**config.mk**
```make
export PLATFORM = sky130hd
export DESIGN_NAME = segint_divpipe
export DESIGN_NICKNAME = d
export VERILOG_FILES = /design/src/rtl/segint_divpipe.sv
export SDC_FILE = /design/constraint.sdc
export NUM_CORES = 1
export LEC_CHECK = 0
export BUFFER_PORTS_ARGS = -buffer_cell sky130_fd_sc_hd__buf_2
export CAP_MARGIN = 20
export CORE_MARGIN = 2
export CORE_UTILIZATION = 50
export DETAILED_ROUTE_END_ITERATION = 10
export GPL_ROUTABILITY_DRIVEN = 1
export HOLD_SLACK_MARGIN = 0.15
export PLACE_DENSITY = 0.69
export SLEW_MARGIN = 40
export SYNTH_ARGS = -nofsm -noshare
export SYNTH_HDL_FRONTEND = slang
export SYNTH_SLANG_ARGS = --single-unit
```
**constraint.sdc**
```tcl
create_clock -name clk -period 5.3 [get_ports clk]
set_clock_uncertainty 0.05 [all_clocks]
set_input_delay 0.265 -clock clk [delete_from_list [all_inputs] [get_ports clk]]
set_output_delay 0.265 -clock clk [all_outputs]
set_load 0.05 [all_outputs]
```
**src/rtl/segint_divpipe.sv**
```systemverilog
// Pipelined restoring divider: one quotient bit per stage, with sideband.
module segint_divpipe #(
  parameter int NW = 8,
  parameter int DW = 8,
  parameter int QW = 8,
  parameter int SW = 1
) (
  input  logic          clk,
  input  logic          rst_n,
  input  logic          en,
  input  logic          in_valid,
  input  logic [NW-1:0] in_num,
  input  logic [DW-1:0] in_den,
  input  logic [SW-1:0] in_side,
  output logic          out_valid,
  output logic [QW-1:0] out_quo,
  output logic [SW-1:0] out_side
);
  // remainder stays below den, so DW+1 bits are enough
  logic          v_r   [1:QW];
  logic [NW-1:0] n_r   [1:QW];
  logic [DW-1:0] d_r   [1:QW];
  logic [DW:0]   rem_r [1:QW];
  logic [QW-1:0] q_r   [1:QW];
  logic [SW-1:0] s_r   [1:QW];

  // quotient fits in QW bits, so the numerator bits above QW form the
  // initial remainder, which is below den
  for (genvar i = 0; i < QW; i++) begin : g_st
    logic          v_i;
    logic [NW-1:0] n_i;
    logic [DW-1:0] d_i;
    logic [DW:0]   rem_i;
    logic [QW-1:0] q_i;
    logic [SW-1:0] s_i;
    logic [DW+1:0] sh;
    logic [DW+1:0] df;
    if (i == 0) begin : g_first
      assign v_i   = in_valid;
      assign n_i   = in_num;
      assign d_i   = in_den;
      assign rem_i = (DW+1)'(in_num >> QW);
      assign q_i   = '0;
      assign s_i   = in_side;
    end else begin : g_next
      assign v_i   = v_r[i];
      assign n_i   = n_r[i];
      assign d_i   = d_r[i];
      assign rem_i = rem_r[i];
      assign q_i   = q_r[i];
      assign s_i   = s_r[i];
    end
    assign sh = {rem_i, n_i[QW-1-i]};
    assign df = sh - {2'b00, d_i};
    always_ff @(posedge clk) begin
      if (!rst_n) begin
        v_r[i+1] <= 1'b0;
      end else if (en) begin
        v_r[i+1] <= v_i;
      end
      if (en) begin
        n_r[i+1] <= n_i;
        d_r[i+1] <= d_i;
        s_r[i+1] <= s_i;
        if (!df[DW+1]) begin
          rem_r[i+1] <= df[DW:0];
          q_r[i+1]   <= {q_i[QW-2:0], 1'b1};
        end else begin
          rem_r[i+1] <= sh[DW:0];
          q_r[i+1]   <= {q_i[QW-2:0], 1'b0};
        end
      end
    end
  end

  assign out_valid = v_r[QW];
  assign out_quo   = q_r[QW];
  assign out_side  = s_r[QW];
endmodule

```
=== Word-level counts from Yosys, hierarchy flattened ===
Memories as Yosys holds them, arrays and structs flattened.
Index checks and enable logic that the tools add are counted.

* Add/subtract/negate cells: 8
* Shift-type cells: 0
* Multipliers: 0
* Equal/unequal tests: 0
* $lt $le $gt $ge: 0
* Mux-type cells: 77
* Reductions and logical operators: 0
* Bitwise operators: 24
* Divide/modulo/power cells: 0

{| class="wikitable"
|+ Operators by type and width
! cell !! count
|-
| 2-to-1 mux 9 bit || 8
|-
| subtractor 10 x 8 -> 10 bit || 7
|-
| 2-to-1 mux 8 bit || 8
|-
| 2-to-1 mux 1 bit || 61
|-
| OR 1 bit || 24
|-
| subtractor 1 x 8 -> 9 bit || 1
|}

* Memories kept: 6
* Latch bits: 0
* Bits of input ports: 21
* Word-level logic and storage cells: 115
* ROM bits: 0
* RAM bits: 280
* Bits in registers: 0

{| class="wikitable"
|+ Memories
! memory !! depth !! width !! rd ports !! clocked after Yosys merged registers in !! wr ports !! RTL line !! source
|-
| rem_r || 8 || 9 || 7 || 0 || 8 || 23 || <nowiki>logic [DW:0] rem_r [1:QW];</nowiki>
|-
| d_r || 8 || 8 || 7 || 0 || 8 || 22 || <nowiki>logic [DW-1:0] d_r [1:QW];</nowiki>
|-
| n_r || 8 || 8 || 7 || 0 || 8 || 21 || <nowiki>logic [NW-1:0] n_r [1:QW];</nowiki>
|-
| q_r || 8 || 8 || 8 || 0 || 8 || 24 || <nowiki>logic [QW-1:0] q_r [1:QW];</nowiki>
|-
| s_r || 8 || 1 || 8 || 0 || 8 || 25 || <nowiki>logic [SW-1:0] s_r [1:QW];</nowiki>
|-
| v_r || 8 || 1 || 8 || 0 || 8 || 20 || <nowiki>logic v_r [1:QW];</nowiki>
|}

=== Depth between registers and ports, before layout ===
Gate-level depths: netlist of run 1.
An unclocked memory read counts as a cell.

* Depth after elaboration: 6
* Gate-level depth with buffers: 9
* Gate-level depth less buffers: 8

=== Worst setup path after synthesis of run 1 ===
OpenSTA, ideal clock, no wires.

* Kind: register to register
* Start point: register d_r[0][33] (netlist name)
* End point: register rem_r[0][47] (netlist name)
* Required time: 4990 ps
* Period minus slack after synthesis: 2493 ps
* Data arrival time: 2182 ps
* Path slack: 2807 ps
* Cell stages (with the launch flop): 8
* Cell sequence: edfxtp_1 inv_1 ha_1 nor2b_1 o311a_4 o41a_1 o21ai_4 mux2_4

==> results_dict.tcl, run 1 <==
set metrics [dict create \
    diodes 0 \
    num_vias 6120 \
    crit_chain "ha_1, a211oi_1, a21boi_0, o21ai_0, and3_1, mux2_2" \
    start_util_pct 51.2 \
    synthCells 758 \
    synth_edf_count 199 \
    root_buffer "clkbuf_16" \
    synth_area_mm2 0.0100 \
    path_class "reg -> reg" \
    clock_latency_ns 0.43 \
    endpoint_kind "flop" \
    syn_nets 842 \
    p_total_uw 4990 \
    grt_max_degree 112 \
    drc 0 \
    p_leak_uw 0.00440 \
    ys_seq_area_share_pct 59.6 \
    crit_fanout 9 \
    antenna_left 0 \
    setup_tns_ns 0 \
    clockBufferDepth 2 \
    wl_um 17600 \
    yosysWarnings 0 \
    maxSlewHeadroom_pct 50.2 \
    drt_first_pass_iters 7 \
    synth_cell_types 59 \
    crit_required_ns 5.43 \
    critical_path_buf_inv_count 0 \
    cts.sinks 199 \
    die_x_um 146 \
    netlist.area_leader.share_pct 59.6 \
    multiInputGateArea_mm2 0.00364 \
    avgSynthCellArea_um2 13.2 \
    async_flop_share_pct 0 \
    ir_drop_v 0.000247 \
    synthFlopType "edfxtp_1" \
    synthTopCellsByCount "edfxtp_1, inv_1, ha_1" \
    grt_pass1_vias 6247 \
    yosysTopAreaCell "edfxtp_1" \
    final_hold_viol_count 0 \
    postCtsSetupBuffers 0 \
    drive_gt1_share_pct 13.7 \
    area_growth_pct 11.9 \
    cts_max_level 4 \
    grtUsageTotal_pct 17.0 \
    max_freq_mhz 359 \
    placementRows 51 \
    cts_resized 0 \
    hold_class "in -> reg" \
    cts_tree "built" \
    wl_per_cell_um 16.3 \
    ys_ff_latch 199 \
    core_area_mm2 0.0196 \
    path_clk_slew_ns 0.08 \
    ios 31 \
    overflow 0 \
    fin_crit_sh_pct 52.6 \
    cp-start-kind "flop" \
    ys_top_cells_by_area "edfxtp_1, ha_1, inv_1, mux2_2, mux2i_1" \
    status "finished, final reports clean" \
    max_stage_delay_ns 0.48 \
    n_fill_cell 1563 \
    fp.dieH_um 146 \
    worst_pin_slew_ns 0.740 \
    maxCapViolCount 0 \
    drv_slew 0 \
    cts-buffers-inserted 17 \
    seq_area_mm2 0.00598 \
    fin_nets 888 \
    cp_data_arrival_time_ns 2.92 \
    powerDensity_mw_per_mm2 444 \
    detail_route.iter0.violations 356 \
    cp_slowest_cell "and3_1" \
    post-route-min-period_ns 2.79 \
    rsz0062_at_grt "false" \
    grt_pass1_wl_um 28800 \
    dieArea_mm2 0.0212 \
    vias_per_cell 5.66 \
    antenna_found_initial 0 \
    gp_congestion 0.870 \
    synth.most_common_cell "edfxtp_1" \
    critical_path.top_delay_family "compound AO/OA/AOI/OAI gates" \
    setup_viol 0 \
    detailed_place_hpwl_um 12400 \
    numPortBuffers 30 \
    postLayoutCoreUtil_pct 57.3 \
]
final timing paths:
check                                  start            to  slack (ns)  cells after the start
worst max-delay path            rem_r[0][24]  rem_r[0][33]        2.51                      6
worst min-delay path                   rst_n     v_r[0][1]        0.23                      2
worst max register to register  rem_r[0][24]  rem_r[0][33]        2.51                      6
worst min register to register    q_r[0][41]    q_r[0][50]        0.37                      0
registers in the layout, summed over array words and instances (netlist names):
signal,count
q_r,36
s_r,8
d_r,56
rem_r,63
n_r,28
v_r,8
metal layers:
metal / vias to the layer above / wire length, um / GRT usage [%]
met1: 2966 / 6950 / 17.6
met4: 0 / 694 / 9.80
met2: 146 / 9520 / 32.0
met5: - / 0 / 0
met3: 50 / 457 / 3.04
li1: 2958 / - / -
power by group:
part           switching (uW)  internal [uW]  leakage, uW
clock                     598            662     0.000277
combinational             815            730      0.00218
sequential                126           2060      0.00194
logic make-up (layout without fill, tap and decap cells):
family                     Yosys count  count (layout)  share of synthesized area, %
DFF                                199             199                          59.6
muxes                               52              52                          5.99
adders and majority gates           63              63                          8.31
AOI/OAI and AO/OA                  152             152                          11.4
and+or+nand+nor                    164             164                          8.77
xor gates and xnor gates            20              20                          1.75
buffers and inverters              108             166                          4.22
layout by cell type, fill, tap and decap left out, types with 3 or more instances in the layout:
master,instances
nor3_1,12
o21a_1,18
edfxtp_1,199
nand4_1,8
or4b_2,5
a41oi_1,4
a211o_1,8
buf_2,29
nor2_1,42
o22ai_1,6
clkbuf_16,17
mux2_2,23
o21ai_0,26
a31oi_1,4
o311ai_0,6
a211oi_1,6
mux2_4,10
o41a_1,3
inv_1,83
and2_1,8
o31a_1,6
inv_8,5
a21boi_0,6
a21o_1,5
nand3_1,17
xnor2_1,18
dlygate4sd3_1,19
a221oi_1,3
and4_1,4
o211ai_1,4
mux2i_1,18
nand2_1,21
a21oi_1,19
ha_1,57
o31ai_1,8
nor2b_1,21
fa_1,6
nor4_1,5
and3_1,12
through the flow:
step / instance area [um^2] / instances / hold WS, ns / worst slack [ns]
3_5_place_dp: 10400 / 1030 / 0.355 / 2.58
2_1_floorplan: 10000 / 758 / 0.314 / 2.81
5_1_grt: 11200 / 1081 / 0.220 / 2.44
6_report: 11200 / 1081 / 0.233 / 2.51
3_3_place_gp: 10400 / 1030 / 0.351 / 2.60
4_1_cts: 11200 / 1079 / 0.216 / 2.54
cell type report:
type	count	area share [%]
multi-input combinational	451	32.4
inverter	84	2.81
clock inverter	14	1.26
clock buffer	17	3.79
sequential	199	53.2
tap	265	2.95
timing repair buffer	51	3.54
timing repair:
item                                    CTS  global route
hold buffers                             18             1
endpoints found under the setup margin    0             0
endpoints found under the hold margin    18            16
Note: power is estimated with default switching activity, not from simulation.
==> run 2: changes to the inputs <==
PLACE_DENSITY = 0.72   (was 0.69)
clock period = 2.5 ns   (was 5.3 ns; I/O delays follow)
==> results_dict.tcl, run 2 (synthesis results as in run 1) <==
set metrics [dict create \
    grt_pass1_vias 6595 \
    antenna_found_initial 0 \
    detailed_place_hpwl_um 13100 \
    drive_gt1_share_pct 23.3 \
    wl_um 18700 \
    setup_viol 0 \
    cp_data_arrival_time_ns 2.62 \
    cts-buffers-inserted 17 \
    ios 31 \
    cts_tree "built" \
    cts.sinks 199 \
    grt_pass1_wl_um 30800 \
    cp_slowest_cell "edfxtp_1" \
    reg_top3 "rem_r x63, d_r x56, q_r x36" \
    gp_congestion 0.902 \
    maxCapViolCount 0 \
    cp-start-kind "flop" \
    core_area_mm2 0.0196 \
    dieArea_mm2 0.0212 \
    endpoint_kind "flop" \
    max_stage_delay_ns 0.41 \
    fin_crit_sh_pct 99.7 \
    worst_hold_slack_ns 0.355 \
    final_common_cell "edfxtp_1" \
    area_growth_pct 19.1 \
    fp.dieH_um 146 \
    rsz0062_at_grt "true" \
    design_area_mm2 0.0119 \
    setup_tns_ns 0 \
    num_vias 6465 \
    antenna_left 0 \
    crit_required_ns 2.62 \
    max_freq_mhz 401 \
    path_clk_slew_ns 0.07 \
    ir_drop_v 0.000602 \
    drv_slew 0 \
    vias_per_cell 5.62 \
    largest-register "rem_r" \
    hold_class "in -> reg" \
    r2r_cells 6 \
    placementRows 51 \
    timing.rr.end "rem_r[0][48]" \
    drt_first_pass_iters 5 \
    wl_per_cell_um 16.2 \
    path_class "reg -> reg" \
    clockBufferDepth 2 \
    crit_fanout 6 \
    post-route-min-period_ns 2.49 \
    mostFrequentLayoutCells "edfxtp_1, inv_1, buf_4" \
    largest_reg_flops 63 \
    p_leak_uw 0.00476 \
    reg2reg_slack_ns 0.008 \
    place_area_mm2 0.0109 \
    overflow 0 \
    grtUsageTotal_pct 18.0 \
    critical_path.endpoint "rem_r[0][48]" \
    n_fill_cell 1504 \
    die_x_um 146 \
    clock_latency_ns 0.43 \
    diodes 0 \
    numPortBuffers 30 \
    worst_pin_slew_ns 0.700 \
    root_buffer "clkbuf_16" \
    status "finished, final reports clean" \
    powerDensity_mw_per_mm2 940 \
    grt_max_degree 89 \
    r2r_start "rem_r[0][36]" \
    start_util_pct 51.2 \
    maxSlewHeadroom_pct 53.3 \
    cts_max_level 4 \
    crit_chain "ha_1, nor2b_4, o311a_4, o41a_1, o21ai_4, mux2_4" \
    postLayoutCoreUtil_pct 61.0 \
    drc 0 \
    fin_nets 957 \
    startpoint "rem_r[0][36]" \
    final_hold_viol_count 0 \
    detail_route.iter0.violations 355 \
]
[run 2: final cells by class]
type	instances	area, um^2	area share (%)
clock buffer	17	425	3.56
tap	265	332	2.77
timing repair buffer	120	912	7.63
sequential	199	5980	50.0
multi-input combinational	451	3830	32.1
clock inverter	15	156	1.31
inverter	84	318	2.66
[run 2: worst min-delay path by stage]
stage / start / end / cells past startpoint
6_report: in_num[3] / n_r[0][11] / 2
5_1_grt: in_num[3] / n_r[0][11] / 2
2_1_floorplan: in_den[2] / d_r[0][10] / 0
3_5_place_dp: in_num[6] / n_r[0][14] / 1
3_3_place_gp: in_num[3] / n_r[0][11] / 1
4_1_cts: in_num[6] / n_r[0][14] / 2
[run 2: timing repair]
action / in CTS / in global routing
resized for setup: 11 / 29
endpoints found under the hold margin: 56 / 0
hold buffers: 21 / 0
pin swaps: 2 / 10
buffers inserted: 1 / 8
endpoints found under the setup margin: 35 / 46
[run 2: per-stage QoR]
step | cells | total power, uW | setup WS (ns)
after floorplan | 758 | 7220 | 0.00743
after global placement | 1089 | 8070 | -0.000715
after detailed placement | 1089 | 8280 | -0.0727
after CTS | 1143 | 11100 | -0.00407
after global routing | 1151 | 11800 | -0.0500
final | 1151 | 11200 | 0.00757
[run 2: critical path: cells and delay by family (launching register included)]
kind / cells / cell delay [ns]
and+or+nand+nor: 1 / 0.14
AOI/OAI and AO/OA: 3 / 1.01
DFF: 1 / 0.41
muxes: 1 / 0.33
adders and majority gates: 1 / 0.31
[run 2: report_power, final]
| group | switching, uW | leakage [uW] | internal, uW |
|---|---|---|---|
| logic | 1900 | 0.00254 | 1980 |
| registers | 285 | 0.00194 | 4360 |
| clock network | 1290 | 0.000281 | 1420 |
[run 2: routing by layer]
metal	wire length [um]	global-route usage [%]
met4	595	7.89
met2	10400	34.7
met1	7150	18.9
met3	590	3.29
met5	0	0
